===== src/design/cvfb_pkg.sv =====
// Package for the cell voltage CAN frame builder.
// Holds the transaction structs, the queue entry and the shared constants.
// No dependencies.
`default_nettype none

package cvfb_pkg;

  localparam int unsigned CellsInModule = 6;
  localparam int unsigned CellsInFrame  = 3;
  localparam int unsigned UvWidth       = 26;
  localparam int unsigned MvWidth       = 16;
  localparam int unsigned QuotWidth     = 17;
  localparam int unsigned PosWidth      = 9;

  localparam logic [10:0] IdLowHalf  = 11'h400;
  localparam logic [10:0] IdHighHalf = 11'h401;

  // floor(2^36 / 1000); the quotient estimate is exact or one short
  localparam logic [26:0] MvRecip    = 27'd68719476;
  localparam int unsigned RecipShift = 36;
  localparam logic [9:0]  UvPerMv    = 10'd1000;

  localparam logic [7:0] CrcPoly   = 8'h2F;
  localparam logic [7:0] CrcInit   = 8'hFF;
  localparam logic [7:0] CrcXorOut = 8'hFF;

  typedef struct packed {
    logic [5:0]  module_index;
    logic [7:0]  cell_count;
    logic [25:0] cell_uv_1;
    logic [25:0] cell_uv_2;
    logic [25:0] cell_uv_3;
    logic [25:0] cell_uv_4;
    logic [25:0] cell_uv_5;
    logic [25:0] cell_uv_6;
  } cvfb_item_t;

  typedef struct packed {
    logic [10:0] frame_id;
    logic [5:0]  frame_module;
    logic [15:0] first_mv;
    logic [15:0] second_mv;
    logic [15:0] third_mv;
    logic [7:0]  frame_crc;
    logic        last_frame;
  } cvfb_result_t;

  // classified item as held in the queue
  typedef struct packed {
    logic [5:0]                              module_index;
    logic [CellsInModule-1:0]                cell_ok;
    logic [CellsInModule-1:0][UvWidth-1:0]   cell_uv;
  } cvfb_entry_t;

endpackage

`default_nettype wire


===== src/design/cvfb_front.sv =====
// Front end: classifies an accepted transaction, marking cells inside the pack.
// Depends on cvfb_pkg.
`default_nettype none

module cvfb_front (
  input  cvfb_pkg::cvfb_item_t  item_i,
  output cvfb_pkg::cvfb_entry_t entry_o
);
  import cvfb_pkg::*;

  logic [PosWidth-1:0] base_pos;

  assign base_pos = PosWidth'(item_i.module_index) * PosWidth'(CellsInModule);

  always_comb begin
    entry_o.module_index = item_i.module_index;
    entry_o.cell_uv[0]   = item_i.cell_uv_1;
    entry_o.cell_uv[1]   = item_i.cell_uv_2;
    entry_o.cell_uv[2]   = item_i.cell_uv_3;
    entry_o.cell_uv[3]   = item_i.cell_uv_4;
    entry_o.cell_uv[4]   = item_i.cell_uv_5;
    entry_o.cell_uv[5]   = item_i.cell_uv_6;
    for (int s = 0; s < CellsInModule; s++) begin
      entry_o.cell_ok[s] = (base_pos + PosWidth'(s)) < PosWidth'(item_i.cell_count);
    end
  end

endmodule

`default_nettype wire


===== src/design/cvfb_queue.sv =====
// Two-entry queue between the front end and the frame back end.
// Depends on cvfb_pkg.
`default_nettype none

module cvfb_queue (
  input  logic                  clk_i,
  input  logic                  rst_ni,
  input  logic                  push_i,
  input  cvfb_pkg::cvfb_entry_t push_data_i,
  output logic                  full_o,
  output logic                  empty_o,
  input  logic                  pop_i,
  output cvfb_pkg::cvfb_entry_t pop_data_o
);
  import cvfb_pkg::*;

  cvfb_entry_t mem_q [2];
  logic        wr_ptr_q, wr_ptr_d;
  logic        rd_ptr_q, rd_ptr_d;
  logic [1:0]  count_q, count_d;
  logic        do_push, do_pop;

  assign full_o     = count_q == 2'd2;
  assign empty_o    = count_q == 2'd0;
  assign do_push    = push_i && !full_o;
  assign do_pop     = pop_i && !empty_o;
  assign pop_data_o = mem_q[rd_ptr_q];

  always_comb begin
    wr_ptr_d = do_push ? ~wr_ptr_q : wr_ptr_q;
    rd_ptr_d = do_pop ? ~rd_ptr_q : rd_ptr_q;
    count_d  = count_q;
    if (do_push && !do_pop) begin
      count_d = count_q + 2'd1;
    end else if (do_pop && !do_push) begin
      count_d = count_q - 2'd1;
    end
  end

  always_ff @(posedge clk_i or negedge rst_ni) begin
    if (!rst_ni) begin
      wr_ptr_q <= 1'b0;
      rd_ptr_q <= 1'b0;
      count_q  <= 2'd0;
    end else begin
      wr_ptr_q <= wr_ptr_d;
      rd_ptr_q <= rd_ptr_d;
      count_q  <= count_d;
    end
  end

  always_ff @(posedge clk_i) begin
    if (do_push) begin
      mem_q[wr_ptr_q] <= push_data_i;
    end
  end

endmodule

`default_nettype wire


===== src/design/cvfb_back.sv =====
// Back end: builds one frame per cycle from queued entries while the queue is not empty.
// Stages: reciprocal multiply, quotient fix-up and saturation, CRC in two halves.
// Depends on cvfb_pkg.
`default_nettype none

module cvfb_back (
  input  logic                   clk_i,
  input  logic                   rst_ni,
  input  logic                   empty_i,
  input  cvfb_pkg::cvfb_entry_t  entry_i,
  output logic                   pop_o,
  output logic                   result_valid_o,
  output cvfb_pkg::cvfb_result_t result_o
);
  import cvfb_pkg::*;

  function automatic logic [7:0] crc_byte(input logic [7:0] crc, input logic [7:0] b);
    logic [7:0] c;
    c = crc ^ b;
    for (int k = 0; k < 8; k++) begin
      c = c[7] ? ((c << 1) ^ CrcPoly) : (c << 1);
    end
    return c;
  endfunction

  logic half_q, half_d;
  logic issue;

  // stage 1: quotient estimates
  logic                                 s1_vld_q;
  logic                                 s1_last_q;
  logic [5:0]                           s1_module_q;
  logic [CellsInFrame-1:0]              s1_ok_q;
  logic [CellsInFrame-1:0][UvWidth-1:0] s1_uv_q;
  logic [CellsInFrame-1:0][QuotWidth-1:0] s1_q0_q;
  logic [CellsInFrame-1:0][UvWidth-1:0] sel_uv;
  logic [CellsInFrame-1:0]              sel_ok;
  logic [CellsInFrame-1:0][QuotWidth-1:0] q0_d;

  // stage 2: millivolt values
  logic                                 s2_vld_q;
  logic                                 s2_last_q;
  logic [5:0]                           s2_module_q;
  logic [CellsInFrame-1:0][MvWidth-1:0] s2_mv_q, s2_mv_d;

  // stage 3: CRC over bytes 0..3
  logic                                 s3_vld_q;
  logic                                 s3_last_q;
  logic [5:0]                           s3_module_q;
  logic [CellsInFrame-1:0][MvWidth-1:0] s3_mv_q;
  logic [7:0]                           s3_crc_q, s3_crc_d;

  logic                                 out_vld_q;
  cvfb_result_t                         out_q, out_d;

  assign issue = !empty_i;
  assign pop_o = issue && half_q;
  assign half_d = issue ? ~half_q : half_q;

  always_comb begin
    for (int i = 0; i < CellsInFrame; i++) begin
      sel_uv[i] = half_q ? entry_i.cell_uv[i + CellsInFrame] : entry_i.cell_uv[i];
      sel_ok[i] = half_q ? entry_i.cell_ok[i + CellsInFrame] : entry_i.cell_ok[i];
      q0_d[i]   = QuotWidth'((53'(sel_uv[i]) * 53'(MvRecip)) >> RecipShift);
    end
  end

  always_comb begin
    logic [UvWidth-1:0]   prod;
    logic [UvWidth-1:0]   rem;
    logic [QuotWidth-1:0] q;
    for (int i = 0; i < CellsInFrame; i++) begin
      prod = UvWidth'(27'(s1_q0_q[i]) * 27'(UvPerMv));
      rem  = s1_uv_q[i] - prod;
      q    = s1_q0_q[i] + QuotWidth'(rem >= UvWidth'(UvPerMv));
      if (!s1_ok_q[i]) begin
        s2_mv_d[i] = '0;
      end else if (q[QuotWidth-1]) begin
        s2_mv_d[i] = '1;
      end else begin
        s2_mv_d[i] = q[MvWidth-1:0];
      end
    end
  end

  always_comb begin
    logic [7:0] c;
    c = crc_byte(CrcInit, {2'b00, s2_module_q});
    c = crc_byte(c, s2_mv_q[0][7:0]);
    c = crc_byte(c, s2_mv_q[0][15:8]);
    c = crc_byte(c, s2_mv_q[1][7:0]);
    s3_crc_d = c;
  end

  always_comb begin
    logic [7:0] c;
    c = crc_byte(s3_crc_q, s3_mv_q[1][15:8]);
    c = crc_byte(c, s3_mv_q[2][7:0]);
    c = crc_byte(c, s3_mv_q[2][15:8]);
    out_d.frame_id     = s3_last_q ? IdHighHalf : IdLowHalf;
    out_d.frame_module = s3_module_q;
    out_d.first_mv     = s3_mv_q[0];
    out_d.second_mv    = s3_mv_q[1];
    out_d.third_mv     = s3_mv_q[2];
    out_d.frame_crc    = c ^ CrcXorOut;
    out_d.last_frame   = s3_last_q;
  end

  always_ff @(posedge clk_i or negedge rst_ni) begin
    if (!rst_ni) begin
      half_q    <= 1'b0;
      s1_vld_q  <= 1'b0;
      s2_vld_q  <= 1'b0;
      s3_vld_q  <= 1'b0;
      out_vld_q <= 1'b0;
    end else begin
      half_q    <= half_d;
      s1_vld_q  <= issue;
      s2_vld_q  <= s1_vld_q;
      s3_vld_q  <= s2_vld_q;
      out_vld_q <= s3_vld_q;
    end
  end

  always_ff @(posedge clk_i) begin
    s1_last_q   <= half_q;
    s1_module_q <= entry_i.module_index;
    s1_ok_q     <= sel_ok;
    s1_uv_q     <= sel_uv;
    s1_q0_q     <= q0_d;
    s2_last_q   <= s1_last_q;
    s2_module_q <= s1_module_q;
    s2_mv_q     <= s2_mv_d;
    s3_last_q   <= s2_last_q;
    s3_module_q <= s2_module_q;
    s3_mv_q     <= s2_mv_q;
    s3_crc_q    <= s3_crc_d;
    out_q       <= out_d;
  end

  assign result_valid_o = out_vld_q;
  assign result_o       = out_q;

endmodule

`default_nettype wire


===== src/design/cell_voltage_can_frame_builder.sv =====
// Channel  | Signals                    | Transaction
// ---------+----------------------------+------------------------------------------
// command  | start, busy, item_i        | start high and busy low at a rising edge
// result   | result_valid_o, result_o   | result_valid_o high, one cycle per frame
//
// Each command yields two frames, 0x400 then 0x401, on consecutive cycles.
// The back end issues one frame a cycle while the queue holds an entry, so sustained, one
// command is taken per two frames; the two-entry queue lets start follow in the next cycle.
// After the accepting edge the first frame is registered in stages 1, 2, 3 and the output.
// busy is high only while the queue holds two commands. Results cannot be stalled.
// Reset is asynchronous, active low, and empties the queue and the pipeline.
// Depends on cvfb_pkg, cvfb_front, cvfb_queue and cvfb_back.
`default_nettype none

module cell_voltage_can_frame_builder (
  input  logic                   clk_i,
  input  logic                   rst_ni,
  input  logic                   start,
  output logic                   busy,
  input  cvfb_pkg::cvfb_item_t   item_i,
  output logic                   result_valid_o,
  output cvfb_pkg::cvfb_result_t result_o
);
  import cvfb_pkg::*;

  cvfb_entry_t front_entry;
  cvfb_entry_t queue_entry;
  logic        queue_full;
  logic        queue_empty;
  logic        back_pop;

  cvfb_front u_front (
    .item_i  (item_i),
    .entry_o (front_entry)
  );

  cvfb_queue u_queue (
    .clk_i       (clk_i),
    .rst_ni      (rst_ni),
    .push_i      (start),
    .push_data_i (front_entry),
    .full_o      (queue_full),
    .empty_o     (queue_empty),
    .pop_i       (back_pop),
    .pop_data_o  (queue_entry)
  );

  cvfb_back u_back (
    .clk_i          (clk_i),
    .rst_ni         (rst_ni),
    .empty_i        (queue_empty),
    .entry_i        (queue_entry),
    .pop_o          (back_pop),
    .result_valid_o (result_valid_o),
    .result_o       (result_o)
  );

  assign busy = queue_full;

endmodule

`default_nettype wire

===== config.mk =====
export PLATFORM = sky130hd
export DESIGN_NAME = cell_voltage_can_frame_builder
export DESIGN_NICKNAME = d
export VERILOG_FILES = /design/src/design/cvfb_pkg.sv /design/src/design/cvfb_front.sv /design/src/design/cvfb_queue.sv /design/src/design/cvfb_back.sv /design/src/design/cell_voltage_can_frame_builder.sv
export SDC_FILE = /design/constraint.sdc
export NUM_CORES = 2
export LEC_CHECK = 0
export BUFFER_PORTS_ARGS = -buffer_cell sky130_fd_sc_hd__clkbuf_2
export CORE_UTILIZATION = 28
export DETAILED_ROUTE_END_ITERATION = 16
export PLACE_DENSITY = 0.46
export SKIP_LAST_GASP = 1
export SYNTH_ARGS = -nofsm -noshare
export SYNTH_HDL_FRONTEND = slang
export SYNTH_SLANG_ARGS = --single-unit
export TNS_END_PERCENT = 20

===== constraint.sdc =====
create_clock -name clk_i -period 12.65 [get_ports clk_i]
set_input_delay 1.8975 -clock clk_i [delete_from_list [all_inputs] [get_ports clk_i]]
set_output_delay 1.8975 -clock clk_i [all_outputs]
set_load 0.02 [all_outputs]

After elaboration in Yosys (flattened, before gate mapping)

Memory sizes are Yosys's and may differ from the RTL's.
Index checks and enable logic that the tools add are counted.

$mul: 7
Bitwise gates (word level): 67
Add/subtract/negate cells: 13
$lt $le $gt $ge: 9
Mux-type cells: 70
Reductions and logical operators: 11
Eq/ne operators: 1

Operators by type and width:

| kind                     | count |
|---|---|
| $mux W6                  | 56 |
| $not A5 Y5               | 56 |
| $mul A26 B25 Y51 const B | 3 |
| $ge A26 B10 Y1 const B   | 3 |
| $mux W26                 | 3 |
| $sub A26 B26 Y26         | 3 |
| $mul A17 B7 Y23 const B  | 3 |
| $lt A9 B8 Y1             | 6 |
| $add A17 B1 Y17          | 3 |
| $mux W16                 | 3 |
| $xor A8 B8 Y8            | 6 |
| $add A9 B2 Y9 const B    | 2 |
| $add A9 B3 Y9 const B    | 2 |
| $add A9 B1 Y9 const B    | 1 |
| $mul A6 B2 Y8 const B    | 1 |
| $not A6 Y8               | 1 |
| $not A8 Y8               | 1 |
| $mux W1                  | 6 |
| $logic_and A1 B1 Y1      | 5 |
| $logic_not A1 Y1         | 4 |
| $mux W2                  | 2 |
| $not A1 Y1               | 3 |
| $add A2 B1 Y2 const B    | 1 |
| $eq A2 B2 Y1 const B     | 1 |
| 3 further kinds          | 3 |

Memories kept: 1
Register bits: 340
RAM bits: 336
Output and inout port bits: 76

Memories:

| name          | depth | bits a word | read ports | clocked after Yosys merged registers in | write ports | line             | text |
|---|---|---|---|---|---|---|---|
| u_queue.mem_q | 2     | 168         | 1          | 0                                       | 1           | cvfb_queue.sv:17 | `cvfb_entry_t mem_q [2];` |

Logic depth before layout (Yosys ltp)

Word-level depth: 68
Gate-level depth with buffers: 37

By module

From an unflattened synthesis, not the netlist that was laid out.

Cell total of the unflattened synthesis: 5887
Area, all modules: 65464.0 um^2

Modules (own cells, without submodules):

| module     | cells each | area each (um^2) | instances |
|---|---|---|---|
| cvfb_back  | 5043       | 50420.9          | 1 |
| cvfb_queue | 542        | 12739.7          | 1 |
| cvfb_front | 302        | 2303.5           | 1 |

Worst setup path after synthesis

OpenSTA, ideal clock, no wires.

Path type: in2reg
Start: input start
End: memory u_queue.mem_q[0][0] in the netlist's numbering, enable pin
Arrival: 8.957 ns
Cell stages on the path: 2
Library setup time: 0.698 ns
Required time: 11.952 ns
Slack: 2.995 ns
Cell sequence: nand2_1 > nor2_1

Word-level cells in the longest chain between the ends: 3

Ends and longest elaborated chain:

| item                          | line                                 | text |
|---|---|---|
| start: declaration            | cell_voltage_can_frame_builder.sv:18 | `input logic start,` |
| $logic_and A1 B1 Y1           | cvfb_queue.sv:25                     | `assign do_push = push_i && !full_o;` |
| $mux W1                       | cvfb_queue.sv:53                     | `if (do_push) begin` |
| $mux W1 (not written as such) | cvfb_queue.sv:54                     | `mem_q[wr_ptr_q] <= push_data_i;` |
| end: declaration              | cvfb_queue.sv:17                     |  |

No other way between the ends.

Worst setup path after layout

Start: register u_back.s1_q0_q[35] in the netlist's numbering
End: register u_back.s2_mv_q[37] in the netlist's numbering

Word-level cells in the longest chain between the ends: 5

Ends and longest elaborated chain:

| item                     | line             | text |
|---|---|---|
| start: declaration       | cvfb_back.sv:35  | `logic [CellsInFrame-1:0][QuotWidth-1:0] s1_q0_q;` |
| start signal: assignment | cvfb_back.sv:130 | `s1_q0_q <= q0_d;` |
| $mul A17 B7 Y23          | cvfb_back.sv:73  | `prod = UvWidth'(27'(s1_q0_q[i]) * 27'(UvPerMv));` |
| $sub A26 B26 Y26         | cvfb_back.sv:74  | `rem = s1_uv_q[i] - prod;` |
| $ge A26 B10 Y1           | cvfb_back.sv:75  | `q = s1_q0_q[i] + QuotWidth'(rem >= UvWidth'(UvPerMv));` |
| $add A17 B1 Y17 (*)      | cvfb_back.sv:75  |  |
| $mux W16 (*)             | cvfb_back.sv:78  | `end else if (q[QuotWidth-1]) begin` |
| end signal: assignment   | cvfb_back.sv:133 | `s2_mv_q <= s2_mv_d;` |
| end: declaration         | cvfb_back.sv:44  | `logic [CellsInFrame-1:0][MvWidth-1:0] s2_mv_q, s2_mv_d;` |

Every way passes the cells marked *; elsewhere a longest branch is shown, timed or not.
A chain may end at the register's enable or synchronous reset.

==> impl_metrics.env <==
export IMPL_drive_gt1_share_pct=8.94
export IMPL_grt_pass1_vias=41100
export IMPL_dp_hpwl_mm=128
export IMPL_overflow=0
export IMPL_cts_resized_gates=0
export IMPL_async_reset_ff_share_pct=1.37
export IMPL_ys_types=70
export IMPL_grt_busiest_layer="met2"
export IMPL_rows=171
export IMPL_maxCapViolations=0
export IMPL_clock_sinks=656
export IMPL_crit_required_ps=13180
export IMPL_finalCriticalPeriod_ps=9480
export IMPL_synth_area_top_cells="fa_1 (25%), ha_1 (22%), edfxtp_1 (16%)"
export IMPL_area_growth_pct=12.2
export IMPL_clk_pin_slew_worst_paths_ps=70
export IMPL_gp_congestion=0.814
export IMPL_cts_hold_buf=0
export IMPL_grt_pass1_wl_mm=243
export IMPL_drc=0
export IMPL_start_util_pct=28.3
export IMPL_grt_use_met2_pct=24.6
export IMPL_syn_avg_cell_area_um2=11.5
export IMPL_critical_path_class="reg2reg"
export IMPL_cts_tree="done"
export IMPL_wl_per_cell_um=18.1
export IMPL_core_mm2=0.218
export IMPL_yosysTopAreaCellShare_pct=24.7
export IMPL_n_fill_cell=22100
export IMPL_drt_pass1_iter_count=5
export IMPL_antenna_found_initial=26
export IMPL_synth_edff_count=336
export IMPL_synth_ff_type="edfxtp_1"
export IMPL_worstPathArrival_ps=10010
export IMPL_post_cts_buffers=0
export IMPL_grt_usage_pct=14.4
export IMPL_final_max_slew_viol_count=0
export IMPL_io_pins=249
export IMPL_period_share_pct=74.9
export IMPL_skew_ps=64.6
export IMPL_portBuffers=238
export IMPL_clockBufferDepth=3
export IMPL_cpPeakStageDelay_ps=770
export IMPL_gr_usage_met1_pct=19.0
export IMPL_synth_cells=5353
export IMPL_via_per_inst=4.32
export IMPL_rsz0062_at_grt="no"
export IMPL_root_buffer="clkbuf_16"
export IMPL_crit_path_top_delay_cell="xnor2_1"
export IMPL_drtIter0Drc=1372
export IMPL_worst_pin_slew_ps=1150
export IMPL_synth_warnings=0
export IMPL_timing_setup_tns_ps=0
export IMPL_die_y_um=471
export IMPL_met3_usage_pct=1.78
export IMPL_synth_top_cell_by_area="fa_1"
export IMPL_design_die_area_mm2=0.222
export IMPL_setup_viol=0
export IMPL_crit_fanout=16
export IMPL_crit_path_start_kind="register"
export IMPL_clock_fmax_mhz=105
export IMPL_grt_max_degree=127
export IMPL_min_path_type="reg2reg"
export IMPL_rrSetupSlack_ps=3170
export IMPL_ys_seq_elements=656
export IMPL_routed_wl_mm=155
export IMPL_cts_buffers=80
export IMPL_die_w_um=471
export IMPL_status="complete, no violations"
export IMPL_ys_seq_area_share_pct=26.8
export IMPL_mappedNetlistArea_mm2=0.0617
export IMPL_h_tree_depth=3
export IMPL_num_nets_final=7666
export IMPL_end_kind="register"
export IMPL_ant_nets=0
export IMPL_vias=37000
export IMPL_worstSkewPairLatency_ps=740
export IMPL_hold_viol=0
export IMPL_slew_headroom_pct=22.6
## critical path, delay by kind of cell, from the launching register on
kind	cells	cell delay (ps)
AO/OA/AOI/OAI	12	2750
adder cells (fa/ha/maj)	8	3200
XOR/XNOR	2	980
flip-flops	1	510
buffers and inverters	3	360
AND/OR/NAND/NOR	8	1470
## cells by family (layout without fill, tap and decap cells)
family	count (synthesis)	after routing	synth area share, %
fa+ha+maj	1844	1844	46.7
buf+inv	1405	1760	8.62
flops	656	656	26.8
compound gates	518	518	5.52
simple gates	474	474	3.74
xor+xnor	353	353	5.35
mux	101	101	3.30
other cells	2	19	0.0122
## per-layer routing
metal / part of all wire (%) / vias up
met3: 2.8 / 162
met4: 2.4 / 4
met1: 46 / 18400
li1: - / 18000
met5: 0.017 / -
met2: 48 / 449
## path summary, 6_finish.rpt
kind                                    start  cells past startpoint            endpoint
hold / removal             u_back.s2_mv_q[24]                      0    u_back.out_d[33]
hold reg to reg            u_back.s2_mv_q[24]                      0    u_back.out_d[33]
max in group asynchronous              rst_ni                      1    u_queue.rd_ptr_q
min in group asynchronous              rst_ni                      1  u_queue.count_q[1]
setup reg to reg           u_back.s1_q0_q[35]                     33  u_back.s2_mv_q[37]
setup / recovery           u_back.s1_q0_q[35]                     33  u_back.s2_mv_q[37]
## cell usage in the layout (no fill, tap or decap), types with 10 or more instances in the layout
master	count
ha_1	1084
nand4_1	27
nor2b_1	23
a211oi_1	20
xnor2_1	241
edfxtp_1	336
xor2_1	89
a21o_1	57
nor3_1	52
or3_1	10
mux2i_1	11
nand3_1	51
o31ai_1	10
nand2_1	100
o21a_1	27
and3_1	25
clkbuf_2	238
clkbuf_16	82
clkbuf_1	13
o21bai_1	12
mux4_2	81
dfxtp_1	311
or2_2	11
nand2b_1	26
clkinv_2	12
a31oi_1	13
a21boi_0	57
a21oi_1	129
xnor2_2	10
conb_1	10
o21ai_0	97
fa_1	760
inv_1	1363
nor2_1	119
## stage by stage
stage	std cells	cell area (µm²)	utilization (%)	hold WS [ps]	setup WS, ps
2_1_floorplan	5361	61700	-	310	3000
3_3_place_gp	8421	66400	30.5	310	3070
3_5_place_dp	8421	66400	30.5	312	3080
4_1_cts	8570	69200	31.7	314	3040
5_1_grt	8576	69200	31.8	326	2450
6_report	8579	69200	31.8	321	3170
## flip-flops by register name, summed over array words and instances, names as in the netlist
register               flops
u_back.s3_last_q           1
u_queue.count_q            2
u_queue.mem_q            336
u_back.result_valid_o      1
u_back.s1_ok_q             3
u_queue.wr_ptr_q           1
u_back.s1_q0_q            51
u_back.s1_vld_q            1
u_back.result_o           63
u_back.s1_uv_q            69
u_back.s1_module_q         6
u_back.s2_mv_q            48
u_queue.rd_ptr_q           1
u_back.out_d              48
u_back.s3_crc_q            8
u_back.s2_module_q         6
u_back.s2_last_q           1
u_back.s1_last_q           1
u_back.s2_vld_q            1
u_back.half_q              1
u_back.s3_vld_q            1
u_back.s3_module_q         6
## cell usage after synthesis (23+ instances only)
library cell,instances
nand2_1,100
and3_1,26
xor2_1,89
ha_1,1084
nor2b_1,23
nor2_1,120
o21ai_0,97
nand2b_1,26
nand4_1,27
xnor2_1,241
o21a_1,27
nand3_1,51
a21boi_0,57
a21oi_1,129
inv_1,1363
edfxtp_1,336
dfxtp_1,311
a21o_1,57
mux4_2,81
nor3_1,52
fa_1,760
## final cells by class
type                            count  area, µm²  area share [%]
Antenna cell                        9       22.5          0.0325
Clock buffer                      102       2200            3.17
Clock inverter                     47        611           0.882
Inverter                         1363       5120            7.39
Multi-Input combinational cell   3300      39900            57.6
Sequential cell                   656      16500            23.9
Tap cell                         2854       3570            5.16
Timing Repair Buffer              248       1290            1.87
Power is not shown: default switching activity piles up to over one toggle a cycle in this logic, so the estimate is an artifact.
